$ cat src/scmq_pkg.sv
// --------------------------------------------------------------------------
// scmq_pkg
// Types and fixed constants of the scrolling column marquee.
// --------------------------------------------------------------------------
package scmq_pkg;

  localparam int ADDR_W     = 7;
  localparam int DATA_W     = 16;
  localparam int COL_IDX_W  = 5;
  localparam int IN_TDATA_W = 32;
  localparam int OUT_TDATA_W = 24;

  // input tdata field positions
  localparam int IN_ADDR_LSB  = 0;
  localparam int IN_DATA_LSB  = 7;
  localparam int IN_FAST_BIT  = 23;
  localparam int IN_RIGHT_BIT = 24;

  // prescaler
  localparam logic [3:0] PHASE_LAST = 4'd9;
  localparam logic [3:0] FAST_DIV   = 4'd5;

  typedef enum logic [0:0] {
    CMD_LOAD = 1'b0,
    CMD_TICK = 1'b1
  } cmd_kind_t;

  typedef struct packed {
    cmd_kind_t          kind;
    logic [ADDR_W-1:0]  addr;
    logic [DATA_W-1:0]  data;
    logic               fast;
    logic               right;
  } cmd_t;

  typedef struct packed {
    logic vld;
    cmd_t cmd;
  } q_head_t;

  typedef enum logic [0:0] {
    ST_IDLE = 1'b0,
    ST_SCAN = 1'b1
  } back_state_t;

endpackage

$ cat src/scmq_front.sv
// --------------------------------------------------------------------------
// scmq_front
// Accepts input beats, drops out-of-range loads, queues commands (2 deep).
// --------------------------------------------------------------------------
module scmq_front #(
  parameter int MESSAGE_COLUMNS = 72
) (
  input  logic                        clk,
  input  logic                        rst_n,
  input  logic                        in_tvalid,
  output logic                        in_tready,
  input  logic [scmq_pkg::IN_TDATA_W-1:0] in_tdata,
  input  logic [0:0]                  in_tuser,
  output scmq_pkg::q_head_t           q_head,
  input  logic                        q_pop
);
  import scmq_pkg::*;

  localparam int CMP_W = ADDR_W + 2;

  cmd_t       q_mem_r [2];
  logic       wr_ptr_r, wr_ptr_nxt;
  logic       rd_ptr_r, rd_ptr_nxt;
  logic [1:0] count_r, count_nxt;
  cmd_t       cmd_in;
  logic       beat, keep, push, pop;

  always_comb begin
    cmd_in.kind  = cmd_kind_t'(in_tuser);
    cmd_in.addr  = in_tdata[IN_ADDR_LSB +: ADDR_W];
    cmd_in.data  = in_tdata[IN_DATA_LSB +: DATA_W];
    cmd_in.fast  = in_tdata[IN_FAST_BIT];
    cmd_in.right = in_tdata[IN_RIGHT_BIT];
  end

  assign in_tready = (count_r != 2'd2);
  assign beat      = in_tvalid && in_tready;
  // a load beyond the store has no effect, so it never enters the queue
  assign keep      = (cmd_in.kind == CMD_TICK) ||
                     ({2'b00, cmd_in.addr} < CMP_W'(MESSAGE_COLUMNS));
  assign push      = beat && keep;
  assign pop       = q_pop && (count_r != 2'd0);

  always_comb begin
    wr_ptr_nxt = push ? !wr_ptr_r : wr_ptr_r;
    rd_ptr_nxt = pop ? !rd_ptr_r : rd_ptr_r;
    count_nxt  = count_r;
    if (push && !pop) begin
      count_nxt = count_r + 2'd1;
    end else if (pop && !push) begin
      count_nxt = count_r - 2'd1;
    end
  end

  always_ff @(posedge clk) begin
    if (!rst_n) begin
      wr_ptr_r <= 1'b0;
      rd_ptr_r <= 1'b0;
      count_r  <= 2'd0;
    end else begin
      wr_ptr_r <= wr_ptr_nxt;
      rd_ptr_r <= rd_ptr_nxt;
      count_r  <= count_nxt;
    end
  end

  always_ff @(posedge clk) begin
    if (push) begin
      q_mem_r[wr_ptr_r] <= cmd_in;
    end
  end

  assign q_head.vld = (count_r != 2'd0);
  assign q_head.cmd = q_mem_r[rd_ptr_r];

endmodule

$ cat src/scmq_back.sv
// --------------------------------------------------------------------------
// scmq_back
// Executes queued commands: column store writes and 24-column window scans,
// plus the scroll offset / prescaler update. Registered result stage.
// --------------------------------------------------------------------------
module scmq_back #(
  parameter int MESSAGE_COLUMNS = 72,
  parameter int WINDOW_COLUMNS  = 24,
  parameter int ROW_BITS        = 16
) (
  input  logic                         clk,
  input  logic                         rst_n,
  input  scmq_pkg::q_head_t            q_head,
  output logic                         q_pop,
  output logic                         out_tvalid,
  input  logic                         out_tready,
  output logic [scmq_pkg::OUT_TDATA_W-1:0] out_tdata,
  output logic                         out_tlast
);
  import scmq_pkg::*;

  localparam int IDX_W = (MESSAGE_COLUMNS > 1) ? $clog2(MESSAGE_COLUMNS) : 1;
  localparam int OFS_W = $clog2(MESSAGE_COLUMNS + 2) + 1;
  localparam logic signed [OFS_W-1:0] M_S = OFS_W'(MESSAGE_COLUMNS);
  localparam logic signed [OFS_W-1:0] ONE_S = OFS_W'(1);
  localparam logic [IDX_W-1:0] IDX_LAST = IDX_W'(MESSAGE_COLUMNS - 1);
  localparam logic [COL_IDX_W-1:0] WIN_LAST = COL_IDX_W'(WINDOW_COLUMNS - 1);
  localparam int PAD_W = OUT_TDATA_W - COL_IDX_W - DATA_W;

  logic [ROW_BITS-1:0] mem [MESSAGE_COLUMNS];

  back_state_t               state_r, state_nxt;
  logic [IDX_W-1:0]          ptr_r, ptr_nxt;
  logic [COL_IDX_W-1:0]      cnt_r, cnt_nxt;
  logic signed [OFS_W-1:0]   offset_r, offset_nxt;
  logic [3:0]                phase_r, phase_nxt;
  logic                      dir_r, dir_nxt;

  logic                      rd_vld_r, rd_vld_nxt;
  logic [COL_IDX_W-1:0]      rd_idx_r, rd_idx_nxt;
  logic                      rd_last_r, rd_last_nxt;
  logic [ROW_BITS-1:0]       mem_q_r;

  logic                      out_vld_r, out_vld_nxt;
  logic [COL_IDX_W-1:0]      out_idx_r;
  logic [ROW_BITS-1:0]       out_row_r;
  logic                      out_last_r;

  logic                      rd_en, mem_we, out_load, rd_free;
  logic signed [OFS_W-1:0]   base_s, offset_step;
  logic [3:0]                phase_step;
  logic                      do_step;

  assign out_load = rd_vld_r && (!out_vld_r || out_tready);
  assign rd_free  = !rd_vld_r || out_load;

  // window start, offset folded into 0..M-1
  always_comb begin
    if (offset_r < 0) begin
      base_s = offset_r + M_S;
    end else if (offset_r >= M_S) begin
      base_s = offset_r - M_S;
    end else begin
      base_s = offset_r;
    end
  end

  // prescaler and offset advance, using the direction stored before this tick
  always_comb begin
    if (dir_r) begin
      phase_step = (phase_r == PHASE_LAST) ? 4'd0 : phase_r + 4'd1;
    end else begin
      phase_step = (phase_r == 4'd0) ? PHASE_LAST : phase_r - 4'd1;
    end
    do_step = (phase_step == 4'd0) ||
              (q_head.cmd.fast && (phase_step == FAST_DIV));
    if (!do_step) begin
      offset_step = offset_r;
    end else if (dir_r) begin
      offset_step = offset_r + ONE_S;
    end else begin
      offset_step = offset_r - ONE_S;
    end
  end

  always_comb begin
    state_nxt  = state_r;
    ptr_nxt    = ptr_r;
    cnt_nxt    = cnt_r;
    offset_nxt = offset_r;
    phase_nxt  = phase_r;
    dir_nxt    = dir_r;
    q_pop      = 1'b0;
    mem_we     = 1'b0;
    rd_en      = 1'b0;
    case (state_r)
      ST_IDLE: begin
        if (q_head.vld) begin
          q_pop = 1'b1;
          if (q_head.cmd.kind == CMD_TICK) begin
            state_nxt = ST_SCAN;
            ptr_nxt   = IDX_W'(base_s);
            cnt_nxt   = '0;
            dir_nxt   = q_head.cmd.right;
            if ((offset_step > M_S) || (offset_step < -M_S)) begin
              offset_nxt = '0;
              phase_nxt  = 4'd0;
            end else begin
              offset_nxt = offset_step;
              phase_nxt  = phase_step;
            end
          end else begin
            mem_we = 1'b1;
          end
        end
      end
      ST_SCAN: begin
        if (rd_free) begin
          rd_en   = 1'b1;
          ptr_nxt = (ptr_r == IDX_LAST) ? '0 : ptr_r + 1'b1;
          cnt_nxt = cnt_r + 1'b1;
          if (cnt_r == WIN_LAST) begin
            state_nxt = ST_IDLE;
          end
        end
      end
      default: begin
        state_nxt = ST_IDLE;
      end
    endcase
  end

  always_comb begin
    rd_idx_nxt  = rd_idx_r;
    rd_last_nxt = rd_last_r;
    if (rd_en) begin
      rd_vld_nxt  = 1'b1;
      rd_idx_nxt  = cnt_r;
      rd_last_nxt = (cnt_r == WIN_LAST);
    end else if (out_load) begin
      rd_vld_nxt = 1'b0;
    end else begin
      rd_vld_nxt = rd_vld_r;
    end
    if (out_load) begin
      out_vld_nxt = 1'b1;
    end else if (out_tready) begin
      out_vld_nxt = 1'b0;
    end else begin
      out_vld_nxt = out_vld_r;
    end
  end

  always_ff @(posedge clk) begin
    if (!rst_n) begin
      state_r   <= ST_IDLE;
      offset_r  <= '0;
      phase_r   <= 4'd0;
      dir_r     <= 1'b1;
      rd_vld_r  <= 1'b0;
      out_vld_r <= 1'b0;
    end else begin
      state_r   <= state_nxt;
      offset_r  <= offset_nxt;
      phase_r   <= phase_nxt;
      dir_r     <= dir_nxt;
      rd_vld_r  <= rd_vld_nxt;
      out_vld_r <= out_vld_nxt;
    end
  end

  always_ff @(posedge clk) begin
    ptr_r     <= ptr_nxt;
    cnt_r     <= cnt_nxt;
    rd_idx_r  <= rd_idx_nxt;
    rd_last_r <= rd_last_nxt;
    if (out_load) begin
      out_idx_r  <= rd_idx_r;
      out_row_r  <= mem_q_r;
      out_last_r <= rd_last_r;
    end
  end

  // column store
  always_ff @(posedge clk) begin
    if (mem_we) begin
      mem[IDX_W'(q_head.cmd.addr)] <= ROW_BITS'(q_head.cmd.data);
    end
    if (rd_en) begin
      mem_q_r <= mem[ptr_r];
    end
  end

  assign out_tvalid = out_vld_r;
  assign out_tlast  = out_last_r;
  assign out_tdata  = {{PAD_W{1'b0}}, DATA_W'(out_row_r), out_idx_r};

endmodule

$ cat src/scrolling_column_marquee_unit.sv
// A tick beat passes the queue, command step, store read and output register
// before its first column beat; 24 column beats follow, one per cycle while
// out_tready is high. A tick holds the scan engine for a command step plus
// one store read per column. Loads retire at one per cycle between scans.
// Synchronous active-low reset clears offset, prescaler, direction (to
// rightward) and all valids; the column store needs no clear and gets none.
// --------------------------------------------------------------------------
// scrolling_column_marquee_unit
// LED column marquee: column store loads and scrolling window scans.
// --------------------------------------------------------------------------
module scrolling_column_marquee_unit #(
  parameter int MESSAGE_COLUMNS = 72,
  parameter int WINDOW_COLUMNS  = 24,
  parameter int ROW_BITS        = 16
) (
  input  logic                              clk,
  input  logic                              rst_n,
  input  logic                              in_tvalid,
  output logic                              in_tready,
  // [6:0] column_address, [22:7] column_data, [23] speed_fast,
  // [24] direction_right, [31:25] zero
  input  logic [scmq_pkg::IN_TDATA_W-1:0]   in_tdata,
  // [0] action
  input  logic [0:0]                        in_tuser,
  output logic                              out_tvalid,
  input  logic                              out_tready,
  // [4:0] column_index, [20:5] row_bits, [23:21] zero
  output logic [scmq_pkg::OUT_TDATA_W-1:0]  out_tdata,
  output logic                              out_tlast
);
  import scmq_pkg::*;

  q_head_t q_head;
  logic    q_pop;

  scmq_front #(
    .MESSAGE_COLUMNS (MESSAGE_COLUMNS)
  ) u_front (
    .clk       (clk),
    .rst_n     (rst_n),
    .in_tvalid (in_tvalid),
    .in_tready (in_tready),
    .in_tdata  (in_tdata),
    .in_tuser  (in_tuser),
    .q_head    (q_head),
    .q_pop     (q_pop)
  );

  scmq_back #(
    .MESSAGE_COLUMNS (MESSAGE_COLUMNS),
    .WINDOW_COLUMNS  (WINDOW_COLUMNS),
    .ROW_BITS        (ROW_BITS)
  ) u_back (
    .clk        (clk),
    .rst_n      (rst_n),
    .q_head     (q_head),
    .q_pop      (q_pop),
    .out_tvalid (out_tvalid),
    .out_tready (out_tready),
    .out_tdata  (out_tdata),
    .out_tlast  (out_tlast)
  );

endmodule

$ cat config.mk
export PLATFORM = sky130hd
export DESIGN_NAME = scrolling_column_marquee_unit
export DESIGN_NICKNAME = d
export VERILOG_FILES = /design/src/scmq_pkg.sv /design/src/scmq_front.sv /design/src/scmq_back.sv /design/src/scrolling_column_marquee_unit.sv
export SDC_FILE = /design/constraint.sdc
export NUM_CORES = 1
export LEC_CHECK = 0
export BUFFER_PORTS_ARGS = -buffer_cell sky130_fd_sc_hd__buf_2
export CAP_MARGIN = 0
export CELL_PAD_IN_SITES_DETAIL_PLACEMENT = 0
export CELL_PAD_IN_SITES_GLOBAL_PLACEMENT = 1
export CORE_MARGIN = 2
export CORE_UTILIZATION = 40
export CTS_BUF_LIST = sky130_fd_sc_hd__clkbuf_8
export CTS_CLUSTER_DIAMETER = 100
export DETAILED_ROUTE_END_ITERATION = 8
export PLACE_DENSITY_LB_ADDON = 0.1
export SYNTH_ARGS = -nofsm -noshare
export SYNTH_HDL_FRONTEND = slang
export SYNTH_HIERARCHICAL = 1
export SYNTH_SLANG_ARGS = --single-unit
$ cat constraint.sdc
create_clock -name clk -period 4.4 [get_ports clk]
set_input_delay 0.44 -clock clk [delete_from_list [all_inputs] [get_ports clk]]
set_output_delay 0.44 -clock clk [all_outputs]
set_load 0.01 [all_outputs]
==> run_results.csv, run 1 <==
group,metric,value,unit
sta,fmax,0.255,GHz
floorplan,dieWidth,357,µm
sta,fin_crit_sh,89.1,%
sta,max-slew-margin-rel,17.0,%
power,peakVddDrop,1.01,mV
run_status,status,"finished, final reports clean",
sta,slew_violations,0,
layout,final_cell_mix,"edfxtp_1 (1260), mux4_2 (360), clkbuf_8 (212), buf_4 (133), nor2_1 (101)",
routing,drt-vias-per-instance,5.51,
synth,synth_edf_count,1260,
critical_path,reg2reg_depth,10,
synth,synth_area,0.0497,mm²
clock_tree,cts_tree,"done",
routing,routed_wl,126,mm
floorplan,die_area,0.127,mm²
layout,multiInputGateArea,0.0109,mm²
hold_path,min_to,"u_front/q_mem_r[0][9]",
grt,overflow,0,
routing,initialDrtViolationCount,2231,
layout,stdcell_count,4340,
synth,netlist.area_leader.share,76.1,%
synth,synth_top_area_cell,"edfxtp_1",
hold_path,worstHoldStart,"in_tdata[14]",
layout,final_nets,2579,
sta,whs,0.275,ns
layout,drive_gt1_share,32.0,%
grt,grt_max_degree,73,
floorplan,die_h,357,µm
synth,ys_ff_latch,1281,
placed_design,gp_congestion,0.796,
critical_path,start_kind,"flop",
clock_tree,cts_buffers,207,
sta,layout_setup_ws,0.481,ns
routing,num_vias,23900,
grt,grt_use_total,20.3,%
synth,syn_area_per_cell,22.6,µm²
sta,finalSetupViolCount,0,
sta,tightest_slew,1.25,ns
layout,final_common_cell,"edfxtp_1",
routing,routedWlPerCell,29.1,µm
grt,grt_pass1_vias,25000,
placed_design,io_buffer_count,53,
sta,rsz0062_at_grt,"no",
critical_path,crit_start,"u_back/dir_r",
power,power_density,605,mW/mm²
sta,clock-skew-final,0.0339,ns
clock_tree,clkTransAtPathRegs,0.06,ns
floorplan,core,0.123,mm²
synth,seq_area_frac_synth,76.9,%
sta,hold_viol,0,
clock_tree,clockBufferDepth,3,
critical_path,regToRegSetupSlack,0.48,ns
routing,drc,0,
clock_tree,postCtsResizedCells,0,
critical_path,endpoint_kind,"flop",
synth,synth_area_leaders,"edfxtp_1 (76%), mux4_2 (16%), dfxtp_1 (0.85%)",
critical_path,crit_arrival,4.70,ns
synth,synthDistinctLibCells,60,
layout,seq_area,0.0383,mm²
clock_tree,root_buffer,"clkbuf_8",
critical_path,r2r_end,"u_back/offset_r[0]",
critical_path,r2r-start,"u_back/dir_r",
power,p_leak,18.2,nW
critical_path,crit_type,"reg -> reg",
flow_run,drv_cap,0,
placed_design,dp_hpwl,73.2,mm
clock_tree,clock-sinks,1281,
synth,synth_flop_cell,"edfxtp_1",
grt,grt_antenna_before_repair,7,
placed_design,pre_cts_slack,0.550,ns
layout,final_util,46.2,%
clock_tree,clock_latency,0.91,ns
sta,fin_crit,3.92,ns
synth,synthArstFlopShare,0,%
critical_path,critPathMaxFanout,19,
floorplan,start_util,40.3,%
layout,nFillCells,10400,
grt,grt_pass1_wl,181,mm
routing,antenna_left,0,
critical_path,cp.required,5.19,ns
synth,yosysWarnings,6,
floorplan,ios,64,
hold_path,min_path_type,"in -> reg",
layout,syn2layout_area_growth,14.8,%
placed_design,dp_cells,3928,
routing,dr.pass1.iters,5,
clock_tree,htree_levels,4,
synth,synthCells,2199,
floorplan,rows,129,
hold_path,worstHoldPathCells,2,
sta,finalSetupTns,0,ns
-- layer usage --
metal  share of wire, %  routed length (µm)  global-route usage [%]  vias up
met5              0.024                  30                       0        -
met4                2.5                3200                    6.39        4
met3                4.7                5890                    3.58      200
met2                 49               62300                    33.2      642
met1                 43               54700                    27.8    13100
li1                   -                   -                       -     9996
-- critical path: stages (launching register included) --
cell and delay [ns]:
dfxtp_1 0.70, inv_1 0.38, ha_1 0.54, and3_1 0.22, a221oi_2 0.11, or4_1 0.49
o211ai_1 0.19, nand4bb_1 0.21, mux2i_2 0.43, o21ai_1 0.24, mux2_2 0.31
-- what timing repair did --
action / in CTS / in global routing
endpoints found under the hold margin: 65 / 0
setup buffers: 0 / 0
hold buffers: 30 / 0
-- power breakdown --
part | internal, W | switching, W | total (W) | leakage (nW)
sequential | 0.0148 | 0.000260 | 0.0151 | 11.5
combinational | 0.00421 | 0.00583 | 0.0100 | 4.48
clock | 0.00481 | 0.00463 | 0.00944 | 2.21
total | 0.0238 | 0.0107 | 0.0345 | 18.2
-- how the worst max path moves through the flow --
stage	end	slack [ns]	cells after the start
final	u_back/offset_r[0]	0.48	10
after global routing	u_back/offset_r[0]	0.24	10
after CTS	u_back/offset_r[0]	0.54	10
after detailed placement	u_back/offset_r[0]	0.55	10
after global placement	u_back/offset_r[0]	0.57	10
after floorplan	u_back/mem[68][0]	1.13	8
-- per-stage QoR --
step	instance area (µm²)	power (W)
floorplan	49700	0.0214
global placement	53000	0.0254
detailed placement	53000	0.0256
CTS	57100	0.0351
global route	57100	0.0360
finish	57100	0.0345
-- synth_stat cells, drive strengths merged (3+ instances only) --
| library cell | count |
|---|---|
| a211oi | 11 |
| a21boi | 6 |
| a21oi | 38 |
| a221oi | 3 |
| a22o | 5 |
| a31oi | 3 |
| and2 | 12 |
| and3 | 6 |
| buf | 63 |
| clkbuf | 56 |
| dfxtp | 21 |
| edfxtp | 1260 |
| ha | 11 |
| inv | 8 |
| mux2 | 32 |
| mux2i | 30 |
| mux4 | 360 |
| nand2 | 26 |
| nand2b | 6 |
| nand3 | 16 |
| nand3b | 4 |
| nand4 | 5 |
| nor2 | 109 |
| nor2b | 20 |
| nor3 | 7 |
| nor3b | 3 |
| nor4 | 5 |
| o21a | 5 |
| o21ai | 18 |
| o32ai | 3 |
| or3b | 5 |
| xnor2 | 11 |
| xor2 | 6 |
-- cell type report --
type	instances	share of cell area (%)
timing repair buffer	239	3.55
sequential	1281	67.0
multi-input combinational	793	19.2
tap	1637	3.59
clock inverter	166	1.50
antenna	4	0.0175
inverter	8	0.0526
clock buffer	212	5.11
-- sequential cells by signal, indices dropped and copies added (netlist names), named ones only --
| register | cells |
|---|---|
| u_back/cnt_r | 5 |
| u_back/dir_r | 1 |
| u_back/mem | 1152 |
| u_back/mem_q_r | 16 |
| u_back/offset_r | 8 |
| u_back/out_idx_r | 5 |
| u_back/out_row_r | 16 |
| u_back/out_tlast | 1 |
| u_back/out_tvalid | 1 |
| u_back/phase_r | 4 |
| u_back/ptr_r | 7 |
| u_back/rd_idx_r | 5 |
| u_back/rd_last_r | 1 |
| u_back/rd_vld_r | 1 |
| u_back/state_r | 1 |
| u_front/count_r | 2 |
| u_front/q_mem_r | 52 |
| u_front/rd_ptr_r | 1 |
| u_front/wr_ptr_r | 1 |
-- cell families after synthesis --
family	synth area share (%)
flip-flops	76.9
adder cells (fa/ha/maj)	0.317
buffers and inverters	1.13
XOR/XNOR	0.299
AND/OR/NAND/NOR	2.27
other	0.00754
AO/OA/AOI/OAI	1.39
multiplexers	17.6
Note: power is estimated with default switching activity, not from simulation.
==> run 2, diff against run 1 <==
--- a/config.mk
+++ b/config.mk
@@ -5,6 +5,7 @@
 export SDC_FILE = /design/constraint.sdc
 export NUM_CORES = 1
 export LEC_CHECK = 0
+export ABC_AREA = 1
 export BUFFER_PORTS_ARGS = -buffer_cell sky130_fd_sc_hd__buf_2
 export CAP_MARGIN = 0
 export CELL_PAD_IN_SITES_DETAIL_PLACEMENT = 0
==> run_results.csv, run 2 <==
group,metric,value,unit
synth,synthTopCellsByCount,"edfxtp_1 (1260), nor2_1 (748), o21ai_0 (610), nand2_1 (222), o22ai_1 (210)",
floorplan,start_util,40.4,%
sta,rsz0062_at_grt,"no",
sta,hold_viol,0,
clock_tree,root_buffer,"clkbuf_8",
sta,max-slew-margin-rel,27.5,%
critical_path,crit_arrival,4.18,ns
run_status,status,"finished, final reports clean",
hold_path,min_path_type,"in -> reg",
sta,fin_crit_sh,77.3,%
synth,netlist.area_leader.share,74.5,%
clock_tree,clockBufferDepth,3,
critical_path,cpPeakStageDelay,0.54,ns
synth,synth_area_leaders,"edfxtp_1 (74%), o21ai_0 (6.0%), nor2_1 (5.5%)",
layout,largest_register_ffs,1152,
synth,synthDistinctLibCells,50,
critical_path,r2r-start,"u_back/ptr_r[0]",
synth,seq_area_frac_synth,75.3,%
synth,synth_edf_count,1260,
critical_path,cp_num_buf_inv,2,
critical_path,crit_start,"u_back/ptr_r[0]",
clock_tree,htree_levels,4,
routing,antenna_left,0,
critical_path,cpMaxStageDelayCell,"edfxtp_1",
routing,routedWlPerCell,24.7,µm
synth,yosysWarnings,6,
floorplan,die_area,0.130,mm²
placed_design,io_buffer_count,53,
sta,layout_setup_ws,1.00,ns
floorplan,dieWidth,360,µm
critical_path,start_kind,"flop",
grt,grt_max_degree,95,
placed_design,pre_cts_slack,0.896,ns
sta,clock-skew-final,0.0470,ns
floorplan,die_h,360,µm
layout,stdcell_count,5854,
clock_tree,clock-sinks,1281,
synth,synth_flop_cell,"edfxtp_1",
synth,synth_area,0.0508,mm²
sta,whs,0.253,ns
routing,drt-vias-per-instance,5.46,
clock_tree,cts_buffers,214,
sta,finalSetupTns,0,ns
power,switchingPower,0.0148,W
power,p_seq_share,39.9,%
critical_path,cp_top_family,"compound AO/OA/AOI/OAI gates",
critical_path,crit_type,"reg -> reg",
power,p_leak,18.8,nW
grt,grt_antenna_before_repair,2,
synth,yosysMostFrequentCell,"edfxtp_1",
grt,grt_pass1_wl,211,mm
synth,ys_ff_latch,1281,
critical_path,cp_common_cell,"nand2_1",
routing,routed_wl,145,mm
synth,syn_area_per_cell,13.2,µm²
layout,top_register,"u_back/mem",
critical_path,critPathMaxFanout,80,
routing,drc,0,
clock_tree,clkTransAtPathRegs,0.06,ns
layout,final_nets,4088,
placed_design,dp_hpwl,80.4,mm
routing,initialDrtViolationCount,2591,
sta,finalSetupViolCount,0,
synth,synth_top_area_cell,"edfxtp_1",
placed_design,dp_cells,5444,
synth,synthArstFlopShare,0,%
clock_tree,cts_tree,"done",
layout,reg.largest.list,"u_back/mem x1152, u_front/q_mem_r x52",
critical_path,regToRegSetupSlack,1.0,ns
placed_design,gp_congestion,0.794,
critical_path,cp.required,5.18,ns
critical_path,path_cells,"buf_12 > buf_4 > o21ai_0 > o22ai_1 > nand2_1 > nand3_1 > nand2_1 > o2111ai_1 > o211ai_1 > nand2_1",
grt,grt_pass1_vias,30600,
power,p_int,0.0233,W
power,power_density,660,mW/mm²
power,switching_share,38.9,%
clock_tree,post-cts-setup-buffer-count,0,
floorplan,ios,64,
routing,dr.pass1.iters,6,
critical_path,endpoint_kind,"flop",
hold_path,worstHoldStart,"in_tdata[19]",
clock_tree,hold_buffers,29,
floorplan,rows,130,
sta,slew_violations,0,
layout,final_cell_mix,"edfxtp_1 (1260), nor2_1 (734), o21ai_0 (610), nand2_1 (222), clkbuf_8 (215)",
sta,tightest_slew,1.09,ns
sta,fin_crit,3.40,ns
power,clkPwrFrac,25.4,%
clock_tree,postCtsResizedCells,0,
clock_tree,clock_latency,0.93,ns
sta,fmax,0.294,GHz
layout,final_common_cell,"edfxtp_1",
flow_run,drv_cap,0,
power,peakVddDrop,0.477,mV
grt,grt_use_total,22.1,%
synth,synthCells,3836,
floorplan,core,0.126,mm²
power,combPwrFrac,34.6,%
layout,drive_gt1_share,13.4,%
layout,syn2layout_area_growth,13.6,%
grt,overflow,0,
routing,num_vias,32000,
run 2: changes by cell type after synthesis, sizes merged, moves of 20 or more:
cell	before	now
a21oi	38	74
clkbuf	56	205
inv	8	64
mux2i	30	0
mux4	360	0
nand2	26	235
nand3	16	119
nor2	109	750
nor2b	20	0
o211ai	2	62
o21ai	18	622
o221ai	1	48
o22ai	2	210
run 2: kinds of logic after synthesis:
| kind of cell | synth area share, % |
|---|---|
| adders and majority gates | 0.310 |
| DFF | 75.3 |
| buffers and inverters | 2.65 |
| and+or+nand+nor | 9.14 |
| xor gates and xnor gates | 0.190 |
| other | 0.00738 |
| AOI/OAI and AO/OA | 11.7 |
| muxes | 0.724 |
run 2: path summary, 6_finish.rpt:
kind	cells after the start	endpoint
worst max register to register	10	u_back/mem_q_r[4]
worst max-delay path	10	u_back/mem_q_r[4]
worst min-delay path	2	u_front/q_mem_r[0][14]
worst min register to register	0	u_back/out_tlast
run 2: layout make-up:
type / count / area, µm²
Multi-Input combinational cell: 2236 / 11300
Inverter: 66 / 263
Clock buffer: 215 / 2960
Tap cell: 1650 / 2060
Fill cell: 11500 / 68200
Clock inverter: 159 / 897
Antenna cell: 7 / 17.5
Sequential cell: 1281 / 38300
Timing Repair Buffer: 240 / 1990
run 2: stage by stage:
stage               power, W  util (%)  area, µm²
floorplan             0.0230         -      50800
global placement      0.0288      42.5      53500
detailed placement    0.0288      42.5      53500
CTS                   0.0386      45.8      57700
global route          0.0401      45.8      57700
finish                0.0381      45.8      57700
run 2: power groups by stage:
stage | clock network [W] | registers [W] | logic, W
2_1_floorplan | 0 | 0.0153 | 0.00766
3_3_place_gp | 0 | 0.0155 | 0.0133
3_5_place_dp | 0 | 0.0155 | 0.0133
4_1_cts | 0.0100 | 0.0152 | 0.0133
5_1_grt | 0.0105 | 0.0153 | 0.0144
6_report | 0.00969 | 0.0152 | 0.0132
run 2: routing by layer:
| metal | vias to the layer above | routed length [µm] | global-route usage (%) |
|---|---|---|---|
| met2 | 820 | 67800 | 35.2 |
| met3 | 218 | 7480 | 3.87 |
| met5 | - | 0 | 0 |
| li1 | 14700 | - | - |
| met1 | 16200 | 65300 | 30.8 |
| met4 | 0 | 3880 | 7.21 |
